==> src/design/tmtc_pkg.sv <==
// tmtc_pkg: shared types, constants and hash functions of the tick transition counter
// used by every file of the block but tmtc_ram; depends on nothing

package tmtc_pkg;

    localparam int HISTORY_DEPTH_DEF = 2;
    localparam int COUNTER_BITS_DEF  = 32;
    localparam int BUCKET_BITS       = 5;
    localparam int PAIR_BITS         = 2 * BUCKET_BITS;
    localparam int STAMP_BITS        = 48;
    localparam int COEF_BITS         = 24;
    localparam int EXPO_BITS         = 8;
    localparam int INDEX_OUT_BITS    = 20;
    localparam int COUNT_OUT_BITS    = 32;
    localparam int S_TDATA_BITS      = 104;
    localparam int M_TDATA_BITS      = 64;

    typedef enum logic
    {
        CMD_TICK = 1'b0,
        CMD_READ = 1'b1
    } command_t;

    typedef enum logic [1:0]
    {
        STATUS_COUNTED  = 2'd0,
        STATUS_REJECTED = 2'd1,
        STATUS_READ     = 2'd2
    } status_t;

    typedef enum logic [2:0]
    {
        ST_CLEAR,
        ST_IDLE,
        ST_CHECK,
        ST_HASH,
        ST_LOOKUP,
        ST_UPDATE,
        ST_DONE
    } state_t;

    typedef struct packed
    {
        logic clear_en;
        logic load_in;
        logic reject;
        logic check;
        logic push;
        logic lookup;
        logic update;
        logic out_load;
    } ctrl_cmd_t;

    typedef struct packed
    {
        logic is_read;
        logic mismatch;
        logic clear_last;
    } dp_status_t;

    // bit length of the stamp delta, zero when backwards or 32 bits or more
    function automatic logic [BUCKET_BITS-1:0] time_bucket(
        input logic [STAMP_BITS-1:0] delta,
        input logic                  backwards
    );
        logic [BUCKET_BITS-1:0] n;
        n = '0;
        for (int i = 0; i < 31; i++)
        begin
            if (delta[i])
            begin
                n = BUCKET_BITS'(i + 1);
            end
        end
        if (backwards || (|delta[STAMP_BITS-1:31]))
        begin
            n = '0;
        end
        return n;
    endfunction

    // 9*(digits-1) plus leading digit, zero when negative or not below 32
    function automatic logic [BUCKET_BITS-1:0] value_bucket(
        input logic                 neg,
        input logic [COEF_BITS-1:0] coef
    );
        logic [1:0]             digits;
        logic [COEF_BITS-1:0]   pow;
        logic [3:0]             lead;
        logic [5:0]             x;
        logic [BUCKET_BITS-1:0] res;
        digits = 2'd0;
        pow    = COEF_BITS'(1);
        lead   = 4'd0;
        if (coef >= COEF_BITS'(1000))
        begin
            digits = 2'd3;
            pow    = COEF_BITS'(1000);
        end
        else if (coef >= COEF_BITS'(100))
        begin
            digits = 2'd2;
            pow    = COEF_BITS'(100);
        end
        else if (coef >= COEF_BITS'(10))
        begin
            digits = 2'd1;
            pow    = COEF_BITS'(10);
        end
        for (int k = 1; k < 10; k++)
        begin
            if (coef >= COEF_BITS'(k * int'(pow)))
            begin
                lead = lead + 4'd1;
            end
        end
        x   = 6'({digits, 3'b000}) + 6'(digits) + 6'(lead);
        res = x[BUCKET_BITS-1:0];
        if (neg || (coef >= COEF_BITS'(10000)) || x[5])
        begin
            res = '0;
        end
        return res;
    endfunction

endpackage

==> src/design/tmtc_ctrl.sv <==
// tmtc_ctrl: sequencing state machine and output valid of the transition counter
// depends on tmtc_pkg

module tmtc_ctrl (
    input  logic                clk,
    input  logic                rst_n,
    input  logic                s_axis_tvalid,
    output logic                s_axis_tready,
    output logic                m_axis_tvalid,
    input  logic                m_axis_tready,
    input  tmtc_pkg::dp_status_t st,
    output tmtc_pkg::ctrl_cmd_t  cmd
);

    tmtc_pkg::state_t state_reg;
    tmtc_pkg::state_t state_next;
    logic             m_tvalid_reg;
    logic             m_tvalid_next;

    always_ff @(posedge clk or negedge rst_n)
    begin
        if (!rst_n)
        begin
            state_reg    <= tmtc_pkg::ST_CLEAR;
            m_tvalid_reg <= 1'b0;
        end
        else
        begin
            state_reg    <= state_next;
            m_tvalid_reg <= m_tvalid_next;
        end
    end

    always_comb
    begin
        state_next    = state_reg;
        cmd           = '0;
        s_axis_tready = 1'b0;
        m_tvalid_next = m_tvalid_reg && !m_axis_tready;
        case (state_reg)
            tmtc_pkg::ST_CLEAR:
            begin
                cmd.clear_en = 1'b1;
                if (st.clear_last)
                begin
                    state_next = tmtc_pkg::ST_IDLE;
                end
            end
            tmtc_pkg::ST_IDLE:
            begin
                s_axis_tready = 1'b1;
                if (s_axis_tvalid)
                begin
                    cmd.load_in = 1'b1;
                    state_next  = tmtc_pkg::ST_CHECK;
                end
            end
            tmtc_pkg::ST_CHECK:
            begin
                if (st.is_read)
                begin
                    cmd.lookup = 1'b1;
                    state_next = tmtc_pkg::ST_UPDATE;
                end
                else if (st.mismatch)
                begin
                    cmd.reject = 1'b1;
                    state_next = tmtc_pkg::ST_DONE;
                end
                else
                begin
                    cmd.check  = 1'b1;
                    state_next = tmtc_pkg::ST_HASH;
                end
            end
            tmtc_pkg::ST_HASH:
            begin
                cmd.push   = 1'b1;
                state_next = tmtc_pkg::ST_LOOKUP;
            end
            tmtc_pkg::ST_LOOKUP:
            begin
                cmd.lookup = 1'b1;
                state_next = tmtc_pkg::ST_UPDATE;
            end
            tmtc_pkg::ST_UPDATE:
            begin
                cmd.update = 1'b1;
                state_next = tmtc_pkg::ST_DONE;
            end
            tmtc_pkg::ST_DONE:
            begin
                if (!m_tvalid_reg || m_axis_tready)
                begin
                    cmd.out_load  = 1'b1;
                    m_tvalid_next = 1'b1;
                    state_next    = tmtc_pkg::ST_IDLE;
                end
            end
            default:
            begin
                state_next = tmtc_pkg::ST_IDLE;
            end
        endcase
    end

    assign m_axis_tvalid = m_tvalid_reg;

endmodule

==> config.mk <==
export PLATFORM = sky130hd
export DESIGN_NAME = tmtc_ctrl
export DESIGN_NICKNAME = d
export VERILOG_FILES = /design/src/design/tmtc_pkg.sv /design/src/design/tmtc_ctrl.sv
export SDC_FILE = /design/constraint.sdc
export NUM_CORES = 1
export LEC_CHECK = 0
export BUFFER_PORTS_ARGS = -buffer_cell sky130_fd_sc_hd__buf_2
export CAP_MARGIN = 30
export CORE_AREA = 2 2 39 41
export DETAILED_ROUTE_END_ITERATION = 10
export DIE_AREA = 0 0 41 43
export PLACE_DENSITY = 0.48
export SYNTH_ARGS = -nofsm -noshare
export SYNTH_HDL_FRONTEND = slang
export SYNTH_SLANG_ARGS = --single-unit
==> constraint.sdc <==
create_clock -name clk -period 2.3 [get_ports clk]
set_input_delay 0.46 -clock clk [delete_from_list [all_inputs] [get_ports clk]]
set_output_delay 0.46 -clock clk [all_outputs]
set_load 0.05 [all_outputs]
Yosys cells after proc, flatten, opt, wreduce, memory -nomap -nowiden
Index checks and enable logic that the tools add are counted.
{"block": "classes", "n_reduce_logical": 6, "muxes": 22, "n_eq_ne": 9}
{"operator": "$pmux W3 S7", "n": 1}
{"operator": "$mux W3", "n": 5}
{"operator": "$mux W1", "n": 13}
{"operator": "$eq A3 B3 Y1 const B", "n": 3}
{"operator": "$eq A3 B2 Y1 const B", "n": 2}
{"operator": "$ne A2 B2 Y1 const B", "n": 3}
{"operator": "$mux W2", "n": 2}
{"operator": "$eq A3 B1 Y1 const B", "n": 1}
{"operator": "$logic_not A3 Y1", "n": 1}
{"operator": "$reduce_and A3 Y1", "n": 1}
{"operator": "$logic_not A1 Y1", "n": 2}
{"operator": "$pmux W1 S2", "n": 1}
{"operator": "$logic_and A1 B1 Y1", "n": 1}
{"operator": "$logic_or A1 B1 Y1", "n": 1}
{"block": "totals", "ff_bits": 4, "input_bits": 7, "wordCells": 39}

Logic depth before layout (Yosys ltp)
{"block": "depth", "depth_word": 4, "mapped_depth": 4, "depth_no_buf": 3}

Least setup slack after synthesis
OpenSTA, ideal clock, no wires.
{"block": "synth_path", "path_type": "reg-to-output", "startpoint": "register state_reg[2]", "endpoint": "output port cmd[4] (netlist bit)", "path_slack_ns": -0.283, "required_time_ns": 1.840, "arrival_ns": 2.123, "path_stages_with_launch": 3, "path_cell_list": "dfrtp_1 buf_6 nor4_1"}
{"item": "from (decl)", "line_no": "tmtc_ctrl.sv:15", "rtl": "tmtc_pkg::state_t state_reg;"}
{"item": "from (signal assigned)", "line_no": "tmtc_ctrl.sv:24", "rtl": "state_reg <= tmtc_pkg::ST_CLEAR;"}
{"item": "from (signal assigned)", "line_no": "tmtc_ctrl.sv:29", "rtl": "state_reg <= state_next;"}
{"item": "to (decl)", "line_no": "tmtc_ctrl.sv:12", "rtl": "output tmtc_pkg::ctrl_cmd_t cmd"}

==> metrics.csv <==
metric;value;unit
Rel. slew slack;69.7;%
GRT Total Usage;9.37;%
Vias;323;
total power draw;717;uW
async set or reset register ratio after synthesis;100;%
Worst-path clk slew;40;ps
sequential fraction of the synthesis area;31.4;%
Die X;41;microns
max-cap violation count;0;
Yosys reg bits;4;
TritonCTS buffer count;3;
Post-synth top cells;4 x dfrtp_1, 4 x nand2b_1, 3 x a21oi_1, 3 x nor2_1;
DR WL met2;352;microns
Mapped Nets;45;
clock power share;11.8;%
Core Box Area;1380;sq um
clk sinks;4;
max reg flops;3;
Resized cells post-CTS;0;
Synth Instances;38;
drc violations;0;
pin slew with the least headroom to its limit;454;ps
Detailed Route Iter0 Violations;3;
first-pass GRT wire length;1.13;mm
CTS tree;built;
cell taking the most area after synthesis;dfrtp_1;
drt via density;4.61;
crit end category;output port;
FP Rows;14;
Final Non-Filler Cells;70;
top post-synthesis cells by area;dfrtp_1 31%, nand2b_1 7.8%, a2bb2oi_1 5.5%, a21oi_1 4.7%, buf_4 4.7%;
top sig layer;met3;
crit-path max FO;16;
P_int;304;uW
crit path DAT;1510;ps
post-synth top area share;31.4;%
DR WL met3;28;microns
Initial Util;23.1;%
Worst-Skew Late Latency;230;ps
H-tree lvl count;1;
vias in the first global route;291;
area delta synth->final;32.2;%
Critical R2R Launch;state_reg[0]$_DFFE_PN0P_;
post-CTS setup buffer count;0;
sw power;413;uW
Syn Area/Cell;8.40;sq um
worst-case vdd ir drop;0.468;mV
router iterations before antenna repair;4;
final hold viol count;0;
share of cells above drive strength 1;40.7;%
Final GP Congestion;0.651;
Wirelength per Cell;9.70;microns
clock root cell;clkbuf_4;
fmax;508;MHz
LEAKAGE;0.000212;uW
post-route minimum period;1970;ps
Logic pwr share;60.5;%
antenna cell count;0;
worst hold margin;27.5;ps
number of distinct library cells after synthesis;22;
IO Pins;17;
crit share post-route;85.6;%
largest net degree at the start of global routing;17;
Worst setup SP type;flip-flop;
die area;1760;sq um
CP Launch Point;state_reg[2]$_DFFE_PN0P_;
Nets;63;
cell area after synthesis;319;sq um
DIE HEIGHT;43;microns
Overflow after GRT;0;
status;finished, final reports clean;
setup violation total in the final timing report;0;
dpl cells;67;
sum of negative setup slack;0;ps
HP Class;input port to asynchronous set/reset pin;
hold_buf cts;0;
Max clock buf depth;2;
Ys Warns;0;
unrepaired setup endpoints after global routing;false;
DP Wirelength;527;microns
most used flip-flop cell after synthesis;dfrtp_1;
Post-synth EDFFs;0;
Max Clock Skew;2.60;ps
fin. max-slew vios;0;
drt total wl;679;microns
worst path required time;1840;ps
Power per Cell Area;1700;nW/um^2
Sequential Power Share;27.7;%
Net Sw Frac;57.6;%
met1 WL;298;microns
crit path kind;flip-flop to output port;
antenna-violating nets left;0;
port bufs;16;
initial antenna violation count;0;
stage by stage:
step	worst slack (ps)	instance area, sq um	utilization (%)
5_1_grt	220	422	30.5
4_1_cts	324	422	30.5
3_3_place_gp	575	399	28.8
3_5_place_dp	566	399	28.8
2_1_floorplan	142	325	-
6_report	331	422	30.5
power by group through the flow:
stage                     Sequential, uW  Clock [uW]  Combinational [uW]
final                                198        84.3                 434
after global routing                 214        97.2                 462
after CTS                            197        86.4                 438
after detailed placement             199           0                 435
after global placement               200           0                 435
after floorplan                      168           0                 410
layout by cell type, fill, tap and decap left out:
| master | synthesis | routed |
|---|---|---|
| buf_2 | 0 | 16 |
| nand2b_1 | 4 | 4 |
| dfrtp_1 | 4 | 4 |
| nor2_1 | 3 | 3 |
| a21oi_1 | 3 | 3 |
| clkbuf_4 | 0 | 3 |
| nand2_1 | 2 | 2 |
| nor2b_1 | 2 | 2 |
| nor3_1 | 2 | 2 |
| a31oi_1 | 2 | 2 |
| a2bb2oi_1 | 2 | 2 |
| and3b_2 | 1 | 1 |
| nor3b_2 | 1 | 1 |
| nor4_2 | 0 | 1 |
| nand3b_1 | 1 | 1 |
| or2b_1 | 1 | 1 |
| and3_1 | 1 | 1 |
| and2_1 | 1 | 1 |
| o21ai_0 | 1 | 1 |
| o22ai_1 | 1 | 1 |
| or3_1 | 1 | 1 |
| and2b_1 | 1 | 1 |
worst max-delay path, stage by stage, from the launching register on:
cell and delay [ps]:
dfrtp_1 610, or2b_1 270, a21oi_1 130, buf_2 270
kinds of logic after synthesis:
| group | after synthesis | synth area share (%) |
|---|---|---|
| DFF | 4 | 31.4 |
| AOI/OAI and AO/OA | 9 | 17.6 |
| buffers and inverters | 3 | 8.23 |
| and+or+nand+nor | 22 | 42.8 |
worst paths after layout:
| path | to | slack, ps | depth (start not counted) |
|---|---|---|---|
| setup reg to reg | state_reg[2]$_DFFE_PN0P_ | 1050 | 3 |
| hold reg to reg | state_reg[0]$_DFFE_PN0P_ | 700 | 1 |
| max in group asynchronous | state_reg[1]$_DFFE_PN0P_ | 2150 | 1 |
| setup / recovery | cmd[2] | 330 | 3 |
| min in group clk | m_axis_tvalid$_DFF_PN0_ | 580 | 3 |
| hold / removal | state_reg[2]$_DFFE_PN0P_ | 30 | 1 |
cell type report:
class	instances	area, sq um
Fill cell	154	962
Multi-Input combinational cell	31	199
Sequential cell	4	100
Timing Repair Buffer	16	80.1
Clock buffer	3	22.5
Tap cell	16	20.0
metal layers:
metal / vias up / GRT usage (%)
met5: - / 0
li1: 167 / -
met3: 0 / 3.14
met4: 0 / 4.00
met2: 4 / 15.9
met1: 152 / 9.74
Power figures use the tool's default switching activity.
